`src/rtl/lufs_pkg.sv`:
```
`timescale 1ns / 1ps
`default_nettype none
package lufs_pkg;

  localparam int MAX_ORDER = 16;
  localparam int IDX_W     = 4;
  localparam int CNT_W     = 5;
  localparam int ADDR_W    = 2 * IDX_W;
  localparam int DATA_W    = 32;
  localparam int FRAC_W    = 16;
  localparam int QUO_W     = DATA_W + FRAC_W;

  localparam logic signed [DATA_W-1:0] VAL_MAX = {1'b0, {(DATA_W-1){1'b1}}};
  localparam logic signed [DATA_W-1:0] VAL_MIN = {1'b1, {(DATA_W-1){1'b0}}};
  localparam logic signed [DATA_W-1:0] ONE_Q   = DATA_W'(1) << FRAC_W;

  localparam logic [2:0] FN_LOAD_A = 3'd0;
  localparam logic [2:0] FN_LOAD_B = 3'd1;
  localparam logic [2:0] FN_FACTOR = 3'd2;
  localparam logic [2:0] FN_SOLVE  = 3'd3;
  localparam logic [2:0] FN_INVCOL = 3'd4;

  localparam logic [1:0] ST_OK           = 2'd0;
  localparam logic [1:0] ST_ZERO_PIVOT   = 2'd1;
  localparam logic [1:0] ST_NOT_FACTORED = 2'd2;
  localparam logic [1:0] ST_SAT          = 2'd3;

  typedef enum logic [2:0] {
    MW_IN, MW_RDATA, MW_TMP, MW_QUOT, MW_SUB
  } mwsrc_t;

  typedef enum logic [1:0] {
    WV_INIT, WV_ACC, WV_QUOT
  } wvsrc_t;

  typedef enum logic [5:0] {
    S_IDLE, S_F_INIT, S_F_PS_RD, S_F_PS_CMP, S_F_PS_CHK,
    S_F_SW_RD1, S_F_SW_RD2, S_F_SW_W1, S_F_SW_W2,
    S_F_PV_RD, S_F_PV_LD, S_F_L_RD, S_F_L_DIV, S_F_L_WAIT,
    S_F_K_RDU, S_F_K_MUL, S_F_K_RND, S_F_K_SUB, S_F_NEXT,
    S_F_DONE, S_F_ZERO, S_S_ERR, S_S_INIT, S_S_WI,
    S_S_FW_ROW, S_S_MRD, S_S_MMUL, S_S_MRND, S_S_MSUB, S_S_FW_ST,
    S_S_BK_ROW, S_S_BK_DRD, S_S_BK_DIV, S_S_BK_WAIT, S_S_EMIT
  } state_t;

  typedef struct packed {
    logic              mem_rd;
    logic [ADDR_W-1:0] rd_addr;
    logic              mem_wr;
    logic [ADDR_W-1:0] wr_addr;
    mwsrc_t            wr_src;
    logic              best_en;
    logic              best_first;
    logic [IDX_W-1:0]  best_row;
    logic              tmp_ld;
    logic              piv_ld;
    logic              div_start;
    logic              div_num_acc;
    logic              div_den_rd;
    logic              lval_ld;
    logic              mul_en;
    logic              mul_by_wv;
    logic              rnd_en;
    logic              acc_ld_wv;
    logic              acc_ld_sub;
    logic              sub_from_acc;
    logic              wv_wr;
    logic [IDX_W-1:0]  wv_wr_idx;
    wvsrc_t            wv_src;
    logic [IDX_W-1:0]  wv_idx;
    logic              perm_init;
    logic              perm_swap;
    logic [IDX_W-1:0]  perm_i;
    logic              rhs_wr;
    logic              col_cap;
    logic              unit;
    logic              sat_clr;
    logic              out_load;
    logic              out_zero;
    logic [IDX_W-1:0]  out_row;
    logic [1:0]        out_status;
    logic              out_last;
  } cmd_t;

  typedef struct packed {
    logic             out_free;
    logic             div_done;
    logic             sat;
    logic             best_zero;
    logic [IDX_W-1:0] piv_row;
  } stat_t;

  function automatic logic [ADDR_W-1:0] maddr(input logic [IDX_W-1:0] r,
                                              input logic [IDX_W-1:0] c);
    maddr = {r, c};
  endfunction

endpackage
`default_nettype wire

```
`src/rtl/lufs_ctrl.sv`:
```
`timescale 1ns / 1ps
`default_nettype none
module lufs_ctrl
  import lufs_pkg::*;
(
  input  wire logic       clk,
  input  wire logic       rst_n,
  input  wire logic       in_valid,
  output logic            in_stall,
  input  wire logic [2:0] in_func,
  input  wire logic       cfg_wr_en,
  input  wire logic [4:0] cfg_wr_data,
  input  wire stat_t      stat,
  output cmd_t            cmd
);

  state_t           state_r, state_nxt;
  logic [CNT_W-1:0] i_r, i_nxt, j_r, j_nxt, k_r, k_nxt, n_r, n_nxt;
  logic             factored_r, factored_nxt;
  logic             unit_r, unit_nxt;
  logic             back_r, back_nxt;
  logic             in_acc;
  logic [IDX_W-1:0] i4, j4, k4;
  logic [CNT_W-1:0] i1, j1, k1;

  always_comb begin
    in_acc = in_valid && !in_stall;
    i4 = i_r[IDX_W-1:0];
    j4 = j_r[IDX_W-1:0];
    k4 = k_r[IDX_W-1:0];
    i1 = i_r + CNT_W'(1);
    j1 = j_r + CNT_W'(1);
    k1 = k_r + CNT_W'(1);
  end

  always_comb begin
    state_nxt    = state_r;
    i_nxt        = i_r;
    j_nxt        = j_r;
    k_nxt        = k_r;
    n_nxt        = n_r;
    factored_nxt = factored_r;
    unit_nxt     = unit_r;
    back_nxt     = back_r;
    case (state_r)
      S_IDLE: begin
        if (in_acc) begin
          case (in_func)
            FN_LOAD_A: factored_nxt = 1'b0;
            FN_FACTOR: state_nxt = S_F_INIT;
            FN_SOLVE, FN_INVCOL: begin
              unit_nxt  = (in_func == FN_INVCOL);
              state_nxt = factored_r ? S_S_INIT : S_S_ERR;
            end
            default: ;
          endcase
        end
      end
      S_F_INIT: begin
        factored_nxt = 1'b0;
        i_nxt = '0;
        j_nxt = '0;
        state_nxt = S_F_PS_RD;
      end
      S_F_PS_RD: state_nxt = S_F_PS_CMP;
      S_F_PS_CMP: begin
        if (j1 < n_r) begin
          j_nxt = j1;
          state_nxt = S_F_PS_RD;
        end else begin
          state_nxt = S_F_PS_CHK;
        end
      end
      S_F_PS_CHK: begin
        if (stat.best_zero) begin
          state_nxt = S_F_ZERO;
        end else if (stat.piv_row != i4) begin
          j_nxt = '0;
          state_nxt = S_F_SW_RD1;
        end else begin
          state_nxt = S_F_PV_RD;
        end
      end
      S_F_SW_RD1: state_nxt = S_F_SW_RD2;
      S_F_SW_RD2: state_nxt = S_F_SW_W1;
      S_F_SW_W1:  state_nxt = S_F_SW_W2;
      S_F_SW_W2: begin
        if (j1 < n_r) begin
          j_nxt = j1;
          state_nxt = S_F_SW_RD1;
        end else begin
          state_nxt = S_F_PV_RD;
        end
      end
      S_F_PV_RD: begin
        j_nxt = i1;
        state_nxt = S_F_PV_LD;
      end
      S_F_PV_LD: state_nxt = (j_r < n_r) ? S_F_L_RD : S_F_NEXT;
      S_F_L_RD:  state_nxt = S_F_L_DIV;
      S_F_L_DIV: state_nxt = S_F_L_WAIT;
      S_F_L_WAIT: begin
        if (stat.div_done) begin
          k_nxt = i1;
          state_nxt = S_F_K_RDU;
        end
      end
      S_F_K_RDU: state_nxt = S_F_K_MUL;
      S_F_K_MUL: state_nxt = S_F_K_RND;
      S_F_K_RND: state_nxt = S_F_K_SUB;
      S_F_K_SUB: begin
        if (k1 < n_r) begin
          k_nxt = k1;
          state_nxt = S_F_K_RDU;
        end else if (j1 < n_r) begin
          j_nxt = j1;
          state_nxt = S_F_L_RD;
        end else begin
          state_nxt = S_F_NEXT;
        end
      end
      S_F_NEXT: begin
        if (i1 < n_r) begin
          i_nxt = i1;
          j_nxt = i1;
          state_nxt = S_F_PS_RD;
        end else begin
          state_nxt = S_F_DONE;
        end
      end
      S_F_DONE: begin
        if (stat.out_free) begin
          factored_nxt = 1'b1;
          state_nxt = S_IDLE;
        end
      end
      S_F_ZERO, S_S_ERR: begin
        if (stat.out_free) state_nxt = S_IDLE;
      end
      S_S_INIT: begin
        i_nxt = '0;
        state_nxt = S_S_WI;
      end
      S_S_WI: begin
        if (i1 < n_r) begin
          i_nxt = i1;
        end else begin
          i_nxt = '0;
          state_nxt = S_S_FW_ROW;
        end
      end
      S_S_FW_ROW: begin
        j_nxt = '0;
        back_nxt = 1'b0;
        state_nxt = (i_r != '0) ? S_S_MRD : S_S_FW_ST;
      end
      S_S_MRD:  state_nxt = S_S_MMUL;
      S_S_MMUL: state_nxt = S_S_MRND;
      S_S_MRND: state_nxt = S_S_MSUB;
      S_S_MSUB: begin
        if (back_r ? (j1 < n_r) : (j1 < i_r)) begin
          j_nxt = j1;
          state_nxt = S_S_MRD;
        end else begin
          state_nxt = back_r ? S_S_BK_DRD : S_S_FW_ST;
        end
      end
      S_S_FW_ST: begin
        if (i1 < n_r) begin
          i_nxt = i1;
          state_nxt = S_S_FW_ROW;
        end else begin
          i_nxt = n_r - CNT_W'(1);
          state_nxt = S_S_BK_ROW;
        end
      end
      S_S_BK_ROW: begin
        j_nxt = i1;
        back_nxt = 1'b1;
        state_nxt = (i1 < n_r) ? S_S_MRD : S_S_BK_DRD;
      end
      S_S_BK_DRD: state_nxt = S_S_BK_DIV;
      S_S_BK_DIV: state_nxt = S_S_BK_WAIT;
      S_S_BK_WAIT: begin
        if (stat.div_done) begin
          if (i_r == '0) begin
            state_nxt = S_S_EMIT;
          end else begin
            i_nxt = i_r - CNT_W'(1);
            state_nxt = S_S_BK_ROW;
          end
        end
      end
      S_S_EMIT: begin
        if (stat.out_free) begin
          if (i1 == n_r) state_nxt = S_IDLE;
          else i_nxt = i1;
        end
      end
      default: state_nxt = S_IDLE;
    endcase
    // order 0 runs as 1, anything above the maximum as the maximum
    if (cfg_wr_en) begin
      factored_nxt = 1'b0;
      if (cfg_wr_data == '0) n_nxt = CNT_W'(1);
      else if (cfg_wr_data > CNT_W'(MAX_ORDER)) n_nxt = CNT_W'(MAX_ORDER);
      else n_nxt = cfg_wr_data;
    end
  end

  always_comb begin
    cmd = '0;
    cmd.wr_src = MW_RDATA;
    cmd.wv_src = WV_ACC;
    cmd.unit   = unit_r;
    cmd.perm_i = i4;
    in_stall   = (state_r != S_IDLE);
    case (state_r)
      S_IDLE: begin
        if (in_acc) begin
          case (in_func)
            FN_LOAD_A: begin
              cmd.mem_wr = 1'b1;
              cmd.wr_src = MW_IN;
            end
            FN_LOAD_B: cmd.rhs_wr = 1'b1;
            FN_INVCOL: cmd.col_cap = 1'b1;
            default: ;
          endcase
        end
      end
      S_F_INIT: begin
        cmd.perm_init = 1'b1;
        cmd.sat_clr   = 1'b1;
      end
      S_F_PS_RD: begin
        cmd.mem_rd  = 1'b1;
        cmd.rd_addr = maddr(j4, i4);
      end
      S_F_PS_CMP: begin
        cmd.best_en    = 1'b1;
        cmd.best_first = (j_r == i_r);
        cmd.best_row   = j4;
      end
      S_F_PS_CHK: begin
        cmd.perm_swap = !stat.best_zero && (stat.piv_row != i4);
      end
      S_F_SW_RD1: begin
        cmd.mem_rd  = 1'b1;
        cmd.rd_addr = maddr(i4, j4);
      end
      S_F_SW_RD2: begin
        cmd.mem_rd  = 1'b1;
        cmd.rd_addr = maddr(stat.piv_row, j4);
        cmd.tmp_ld  = 1'b1;
      end
      S_F_SW_W1: begin
        cmd.mem_wr  = 1'b1;
        cmd.wr_addr = maddr(i4, j4);
        cmd.wr_src  = MW_RDATA;
      end
      S_F_SW_W2: begin
        cmd.mem_wr  = 1'b1;
        cmd.wr_addr = maddr(stat.piv_row, j4);
        cmd.wr_src  = MW_TMP;
      end
      S_F_PV_RD: begin
        cmd.mem_rd  = 1'b1;
        cmd.rd_addr = maddr(i4, i4);
      end
      S_F_PV_LD: cmd.piv_ld = 1'b1;
      S_F_L_RD: begin
        cmd.mem_rd  = 1'b1;
        cmd.rd_addr = maddr(j4, i4);
      end
      S_F_L_DIV: cmd.div_start = 1'b1;
      S_F_L_WAIT: begin
        if (stat.div_done) begin
          cmd.mem_wr  = 1'b1;
          cmd.wr_addr = maddr(j4, i4);
          cmd.wr_src  = MW_QUOT;
          cmd.lval_ld = 1'b1;
        end
      end
      S_F_K_RDU: begin
        cmd.mem_rd  = 1'b1;
        cmd.rd_addr = maddr(i4, k4);
      end
      S_F_K_MUL: begin
        cmd.mul_en  = 1'b1;
        cmd.mem_rd  = 1'b1;
        cmd.rd_addr = maddr(j4, k4);
      end
      S_F_K_RND: cmd.rnd_en = 1'b1;
      S_F_K_SUB: begin
        cmd.mem_wr  = 1'b1;
        cmd.wr_addr = maddr(j4, k4);
        cmd.wr_src  = MW_SUB;
      end
      S_F_DONE: begin
        cmd.out_load   = stat.out_free;
        cmd.out_zero   = 1'b1;
        cmd.out_status = stat.sat ? ST_SAT : ST_OK;
        cmd.out_last   = 1'b1;
      end
      S_F_ZERO: begin
        cmd.out_load   = stat.out_free;
        cmd.out_zero   = 1'b1;
        cmd.out_row    = i4;
        cmd.out_status = ST_ZERO_PIVOT;
        cmd.out_last   = 1'b1;
      end
      S_S_ERR: begin
        cmd.out_load   = stat.out_free;
        cmd.out_zero   = 1'b1;
        cmd.out_status = ST_NOT_FACTORED;
        cmd.out_last   = 1'b1;
      end
      S_S_INIT: cmd.sat_clr = 1'b1;
      S_S_WI: begin
        cmd.wv_wr     = 1'b1;
        cmd.wv_wr_idx = i4;
        cmd.wv_src    = WV_INIT;
      end
      S_S_FW_ROW, S_S_BK_ROW: begin
        cmd.acc_ld_wv = 1'b1;
        cmd.wv_idx    = i4;
      end
      S_S_MRD: begin
        cmd.mem_rd  = 1'b1;
        cmd.rd_addr = maddr(i4, j4);
      end
      S_S_MMUL: begin
        cmd.mul_en    = 1'b1;
        cmd.mul_by_wv = 1'b1;
        cmd.wv_idx    = j4;
      end
      S_S_MRND: cmd.rnd_en = 1'b1;
      S_S_MSUB: begin
        cmd.acc_ld_sub   = 1'b1;
        cmd.sub_from_acc = 1'b1;
      end
      S_S_FW_ST: begin
        cmd.wv_wr     = 1'b1;
        cmd.wv_wr_idx = i4;
        cmd.wv_src    = WV_ACC;
      end
      S_S_BK_DRD: begin
        cmd.mem_rd  = 1'b1;
        cmd.rd_addr = maddr(i4, i4);
      end
      S_S_BK_DIV: begin
        cmd.div_start   = 1'b1;
        cmd.div_num_acc = 1'b1;
        cmd.div_den_rd  = 1'b1;
      end
      S_S_BK_WAIT: begin
        if (stat.div_done) begin
          cmd.wv_wr     = 1'b1;
          cmd.wv_wr_idx = i4;
          cmd.wv_src    = WV_QUOT;
        end
      end
      S_S_EMIT: begin
        cmd.out_load   = stat.out_free;
        cmd.wv_idx     = i4;
        cmd.out_row    = i4;
        cmd.out_status = stat.sat ? ST_SAT : ST_OK;
        cmd.out_last   = (i1 == n_r);
      end
      default: ;
    endcase
  end

  always_ff @(posedge clk) begin
    if (!rst_n) begin
      state_r    <= S_IDLE;
      n_r        <= CNT_W'(MAX_ORDER);
      factored_r <= 1'b0;
      unit_r     <= 1'b0;
      back_r     <= 1'b0;
      i_r        <= '0;
      j_r        <= '0;
      k_r        <= '0;
    end else begin
      state_r    <= state_nxt;
      n_r        <= n_nxt;
      factored_r <= factored_nxt;
      unit_r     <= unit_nxt;
      back_r     <= back_nxt;
      i_r        <= i_nxt;
      j_r        <= j_nxt;
      k_r        <= k_nxt;
    end
  end

endmodule
`default_nettype wire

```
`config.mk`:
```
export PLATFORM = sky130hd
export DESIGN_NAME = lufs_ctrl
export DESIGN_NICKNAME = d
export VERILOG_FILES = /design/src/rtl/lufs_pkg.sv /design/src/rtl/lufs_ctrl.sv
export SDC_FILE = /design/constraint.sdc
export NUM_CORES = 1
export LEC_CHECK = 0
export BUFFER_PORTS_ARGS = -buffer_cell sky130_fd_sc_hd__buf_2
export CAP_MARGIN = 15
export CORE_MARGIN = 3
export CORE_UTILIZATION = 51
export DETAILED_ROUTE_END_ITERATION = 10
export PLACE_DENSITY_LB_ADDON = 0.08
export SLEW_MARGIN = 25
export SYNTH_ARGS = -nofsm -noshare
export SYNTH_HDL_FRONTEND = slang
export SYNTH_SLANG_ARGS = --single-unit
```
`constraint.sdc`:
```
create_clock -name clk -period 3 [get_ports clk]
set_clock_uncertainty 0.05 [all_clocks]
set_input_delay 0.15 -clock clk [delete_from_list [all_inputs] [get_ports clk]]
set_output_delay 0.15 -clock clk [all_outputs]
set_load 0.02 [all_outputs]
```
# Word level (Yosys, flattened, before mapping)
# Index checks and enable logic that the tools add are counted.
# op_classes
div	0
multipliers	0
n_reduce_logical	39
n_addsub	5
n_eq_ne	59
n_bitwise	1
order_cmp	6
shifts	0
muxes	85
# op_table
operator	count
$pmux W6 S33	1
$mux W5	21
$eq A6 B5 Y1 const B	16
$mux W6	9
$pmux W9 S6	1
$eq A6 B4 Y1 const B	8
$pmux W5 S7	1
$pmux W8 S4	1
$ne A2 B2 Y1 const B	15
$pmux W5 S6	1
$reduce_or A2 Y1	14
$lt A5 B5 Y1	5
$eq A6 B3 Y1 const B	4
$mux W1	24
$pmux W3 S4	2
$pmux W7 S3	1
$eq A6 B6 Y1 const B	3
$add A5 B1 Y5 const B	3
$mux W3	5
$mux W2	7
$eq A6 B2 Y1 const B	2
$mux W12	1
$mux W4	3
$pmux W6 S2	1
32 further kinds	46
# word_totals
in_bits	20
mem_bits_ro	0
out_inout_bits	70
register_bits	29
n_memories	0
word_cells	203
latch_bits	0
ramBits	0

# Depth between registers and ports, before layout
# logic_depth
ltp_word	5
depth_mapped	11
depth_no_buf	11

# Worst setup path after synthesis
# OpenSTA, ideal clock, no wires.
# synth_timing
kind	reg-to-reg
startpoint	register i_r[3]
endpoint	register j_r[4]
setup_slack_ns	-0.139
t_required_ns	2.878
arrival_ns	3.017
path_stages_with_launch	12
setup_ns	0.072
n_path_buf	1
period_less_slack_ns	3.139
path_cell_list	dfxtp_1 > clkbuf_1 > inv_1 > xnor2_1 > inv_1 > ha_1 > a21o_1 > a21oi_1 > a21oi_1 > a2111oi_2 > and3_1 > mux2i_1
# synth_via
elab_chain_len	4
word_cells_on_any_way	11
cone_classes	add/sub (1); order compare (2); eq/ne (4); mux (3); reduce/logical (1)
# synth_rtl
element	line_no	rtl
from (decl)	lufs_ctrl.sv:18	logic [CNT_W-1:0] i_r, i_nxt, j_r, j_nxt, k_r, k_nxt, n_r, n_nxt;
from (signal assigned)	lufs_ctrl.sv:391	i_r <= i_nxt;
$add A5 B1 Y5 or $lt A5 B5 Y1 (tied branches)	lufs_ctrl.sv:31, lufs_ctrl.sv:161	
$lt A5 B5 Y1 or $mux W1 (tied branches)	lufs_ctrl.sv:123, lufs_ctrl.sv:161	
$ne A2 B2 Y1 (no source line)	--	
$reduce_and A6 Y1 (no source line)	--	
to (signal assigned)	lufs_ctrl.sv:392	j_r <= j_nxt;
to (decl)	lufs_ctrl.sv:18	
# Several ways; a longest one is shown, not always the timed one. The select of a mux whose other input is x is not followed.
# A chain may end at the register's enable or synchronous reset.

# Worst setup path in the final report
# layout_timing
startpoint	register i_r[1]
endpoint	register i_r[4]
# layout_via
elab_chain_len	4
word_cells_on_any_way	17
cone_classes	add/sub (2); order compare (1); eq/ne (4); mux (8); reduce/logical (2)
# layout_rtl
element	line_no	rtl
$add A5 B1 Y5 or $sub A5 B1 Y5 (tied branches)	lufs_ctrl.sv:31, lufs_ctrl.sv:189	
$lt A5 B5 Y1 (tied with other cells)	lufs_ctrl.sv:123, lufs_ctrl.sv:145, lufs_ctrl.sv:169	
$mux W5 (tied with other cells)	lufs_ctrl.sv:169	if (i1 < n_r) begin
$pmux W5 S6 or $reduce_and A6 Y1 (tied branches)	--	
# Several ways; a longest one is shown, not always the timed one. The select of a mux whose other input is x is not followed.

==> results.md <==
* Synth Net Count at 631
* Post-CTS resize count at 0
* Status: finished, final reports clean
* Setup fix buffers added after clock tree synthesis at 0
* Top flip-flop cell by instance count after synthesis: sky130_fd_sc_hd__dfxtp_1
* Start point of the critical path: i_r[1]$_SDFFE_PN0P_
* Capturing element type of the critical path: register
* FMAX at 338 MHz
* Top cell type by total area after synthesis: sky130_fd_sc_hd__dfxtp_1
* Fraction of synthesized cell area taken by the top area cell type at 14.4%
* Max-slew headroom at 52.6%
* Fraction of the cycle the final worst path needs at approximately 99%
* Number of global-route vias before repair at about 4,800
* Cells after Synth at roughly 600
* Number of antenna violations at the first check in global routing at 0
* Final setup violation count at 0
* Worst-path clk slew at 0.07 ns
* Power density over the cells at 734 nW/um^2
* Chip Width at 95.1 microns
* Total iterations of the first detailed-routing run at 9
* Via-per-instance ratio at 6.66
* Clock tree from TritonCTS: done
* Beginning of the worst hold path: cfg_wr_data[1]
* Share of post-route cells with drive strength above 1 at 25.5%
* Synthesized area per cell at 6.93 sq um
* Final estimated routing congestion in global placement at 1.05
* R2R Path Start: i_r[1]$_SDFFE_PN0P_
* Critical path's largest stage delay at 0.44 ns
* Final routed wirelength across all metal layers at about 17,000 microns
* First-pass GRT wire length at 25,300 microns
* Worst-case clock buffer depth at 2
* Gate family responsible for the most delay along the worst path: compound AO/OA/AOI/OAI gates
* Mapped cell area at slightly above 4000 sq um
* Site row count at 31
* Effective utilization at floorplan at 54.0%
* DRC at 0
* Number of buffers added to fix hold violations after cts at 0
* Wire length per cell after detailed routing at 21.2 microns
* Fin nets at 732
* Number of enable-type register cells in the synthesized netlist at 0
* 1st-iter DRT viols at between 700 and 800
* Final setup margin at 0.0418 ns
* Boundary pin count at 90
* Number of buffers added by the clock tree synthesis step at 5
* Dominant cell by count in the synthesized netlist: sky130_fd_sc_hd__nor2_1
* Via Count at between 5,000 and 6,000
* Kind of path behind the tightest hold check: input pin to register
* Max-Cap Viols at 0
* Number of synthesized register bits at 29
* Register area share after synthesis at between 10 and 15%
* Slew of the pin with the lowest slew margin at 0.692 ns
* Min Tclk post-route at 2.96 ns
* Number of warnings printed during yosys synthesis at 0
* Most frequent cells after synthesis: 49 x sky130_fd_sc_hd__nor2_1, 44 x sky130_fd_sc_hd__nand2_1, 38 x sky130_fd_sc_hd__inv_1
* Area of the placeable core at 7490 sq um
* Lkg Pwr at between 2 and 2.5 nW
* CTS H-Tree Depth at 2
* Required time at the worst-slack endpoint at 3.15 ns
* Chip height at 95.1 microns
* Share of synthesized registers carrying an async set or reset at 0%
* Count of antenna-violating nets left after detailed routing at 0
* Maximum resistive drop on vdd at 0.000381 V
* Die Footprint at 9040 sq um
* Nature of the critical path startpoint: register
* Cells traversed along the worst timing path: buf_4 -> nand3_1 -> xnor2_2 -> inv_1 -> ha_1 -> a21o_1 -> a21oi_2 -> a21oi_1 -> buf_4 -> a211oi_1 -> o21ai_0 -> a21oi_1
* Pin count of the biggest net entering global routing at 36
* Overall track demand over capacity in global routing at 36.3%
* Final hold violation count at 0
* WP buf/inv at 3
* Pre-CTS worst setup slack at 0.134 ns
* R2R setup slack at 0.04 ns
* Final max-slew violation count at 0
* CTS sink count at 29
* Overflow after GRT at 0
* Worst-skew pair later-pin latency at slightly below 0.3 ns
* Buffers on Ports at 89
* Fin Setup TNS at 0 ns
* Root buffer cell: sky130_fd_sc_hd__clkbuf_8
* Setup Crit Path Kind: register to register
* Dominant cells by area after synthesis: sky130_fd_sc_hd__dfxtp_1 14%, sky130_fd_sc_hd__ha_1 8.4%, sky130_fd_sc_hd__nor2_1 4.5%, sky130_fd_sc_hd__a21oi_1 4.2%, sky130_fd_sc_hd__nand2_1 4.1%
* Arrival time of the worst setup path at approximately 3.1 ns
* Post-route worst hold slack at between 0.07 and 0.08 ns
* Area grow syn2layout at 24.0%
* Count of different cell masters after synthesis at 73
* Cell type of the slowest stage on the worst timing path: sky130_fd_sc_hd__a211oi_1
* Maximum fanout along the worst path at 10
* DPL Wire Length at 12,900 microns
[state kept, by name, summed over array words and instances (netlist names)]
| name | flops |
|---|---|
| j_r | 5 |
| back_r | 1 |
| k_r | 5 |
| state_r | 6 |
| unit_r | 1 |
| n_r | 5 |
| factored_r | 1 |
| i_r | 5 |
[kinds of logic (layout without fill, tap and decap cells)]
logic type / after synthesis / count (layout) / synth area share, %
multiplexers: 6 / 6 / 1.48
adder cells (fa/ha/maj): 27 / 27 / 8.35
AND/OR/NAND/NOR: 236 / 236 / 30.4
XOR/XNOR: 25 / 25 / 5.41
AO/OA/AOI/OAI: 173 / 173 / 31.0
flip-flops: 29 / 29 / 14.4
other: 0 / 1 / 0
buffers and inverters: 88 / 190 / 9.00
[power by group]
group | internal [mW] | switching (mW) | leakage, nW | total [mW]
logic | 1.03 | 1.60 | 2.13 | 2.63
clock network | 0.271 | 0.178 | 0.0585 | 0.449
registers | 0.450 | 0.148 | 0.237 | 0.598
total | 1.76 | 1.93 | 2.42 | 3.68
[metal layers]
layer / vias to the layer above / global-route usage [%] / part of all wire (%)
met3: 56 / 11.8 / 13
met2: 390 / 54.2 / 43
met5: - / 0 / 0
met1: 2417 / 48.2 / 41
met4: 0 / 13.8 / 3.3
li1: 2375 / - / -
[cell usage in the layout, fill, tap and decap left out, types with 5 or more instances in the layout]
cell	n
sky130_fd_sc_hd__buf_2	89
sky130_fd_sc_hd__buf_4	50
sky130_fd_sc_hd__nor2_1	49
sky130_fd_sc_hd__nand2_1	44
sky130_fd_sc_hd__inv_1	38
sky130_fd_sc_hd__a21oi_1	33
sky130_fd_sc_hd__nand3_1	33
sky130_fd_sc_hd__o21ai_0	28
sky130_fd_sc_hd__ha_1	27
sky130_fd_sc_hd__dfxtp_1	27
sky130_fd_sc_hd__nor3_1	17
sky130_fd_sc_hd__nand2b_1	16
sky130_fd_sc_hd__nor2b_1	16
sky130_fd_sc_hd__xnor2_1	15
sky130_fd_sc_hd__a222oi_1	12
sky130_fd_sc_hd__nor4_1	10
sky130_fd_sc_hd__and2_1	10
sky130_fd_sc_hd__xor2_1	8
sky130_fd_sc_hd__a22oi_1	8
sky130_fd_sc_hd__a211oi_1	8
sky130_fd_sc_hd__o22ai_1	7
sky130_fd_sc_hd__a32oi_1	7
sky130_fd_sc_hd__a21o_1	7
sky130_fd_sc_hd__and3_1	6
sky130_fd_sc_hd__mux2i_1	6
sky130_fd_sc_hd__o211ai_1	6
sky130_fd_sc_hd__a311oi_1	6
sky130_fd_sc_hd__clkbuf_8	6
sky130_fd_sc_hd__or2_2	5
sky130_fd_sc_hd__a31oi_1	5
[stage by stage]
stage	total power, mW	cells	area, sq um	utilization, %
finish	3.68	786	5020	67.0
global route	3.88	785	5010	67.0
CTS	3.53	785	4960	66.3
detailed placement	3.08	777	4840	64.7
global placement	3.04	777	4840	64.7
floorplan	2.24	584	4050	-
[worst paths after layout]
kind,end,cells past startpoint
max,i_r[4]$_SDFFE_PN0P_,12
min,n_r[1]$_SDFFE_PN0P_,3
max reg2reg,i_r[4]$_SDFFE_PN0P_,12
min reg2reg,unit_r$_SDFFE_PN0P_,2
[final cells by class]
cell class	instances	area, sq um
Antenna cell	1	2.50
Inverter	40	150
Tap cell	99	124
Clock buffer	7	86.3
Fill cell	695	2470
Clock inverter	1	30.0
Sequential cell	29	583
Multi-Input combinational cell	467	3160
Timing Repair Buffer	142	881
[tightest hold or removal path, stage by stage]
cell                        delay [ns]
sky130_fd_sc_hd__buf_2            0.09
sky130_fd_sc_hd__a2bb2oi_1        0.06
sky130_fd_sc_hd__nor2_1           0.08
No activity file was read; power rests on OpenSTA's default activity.
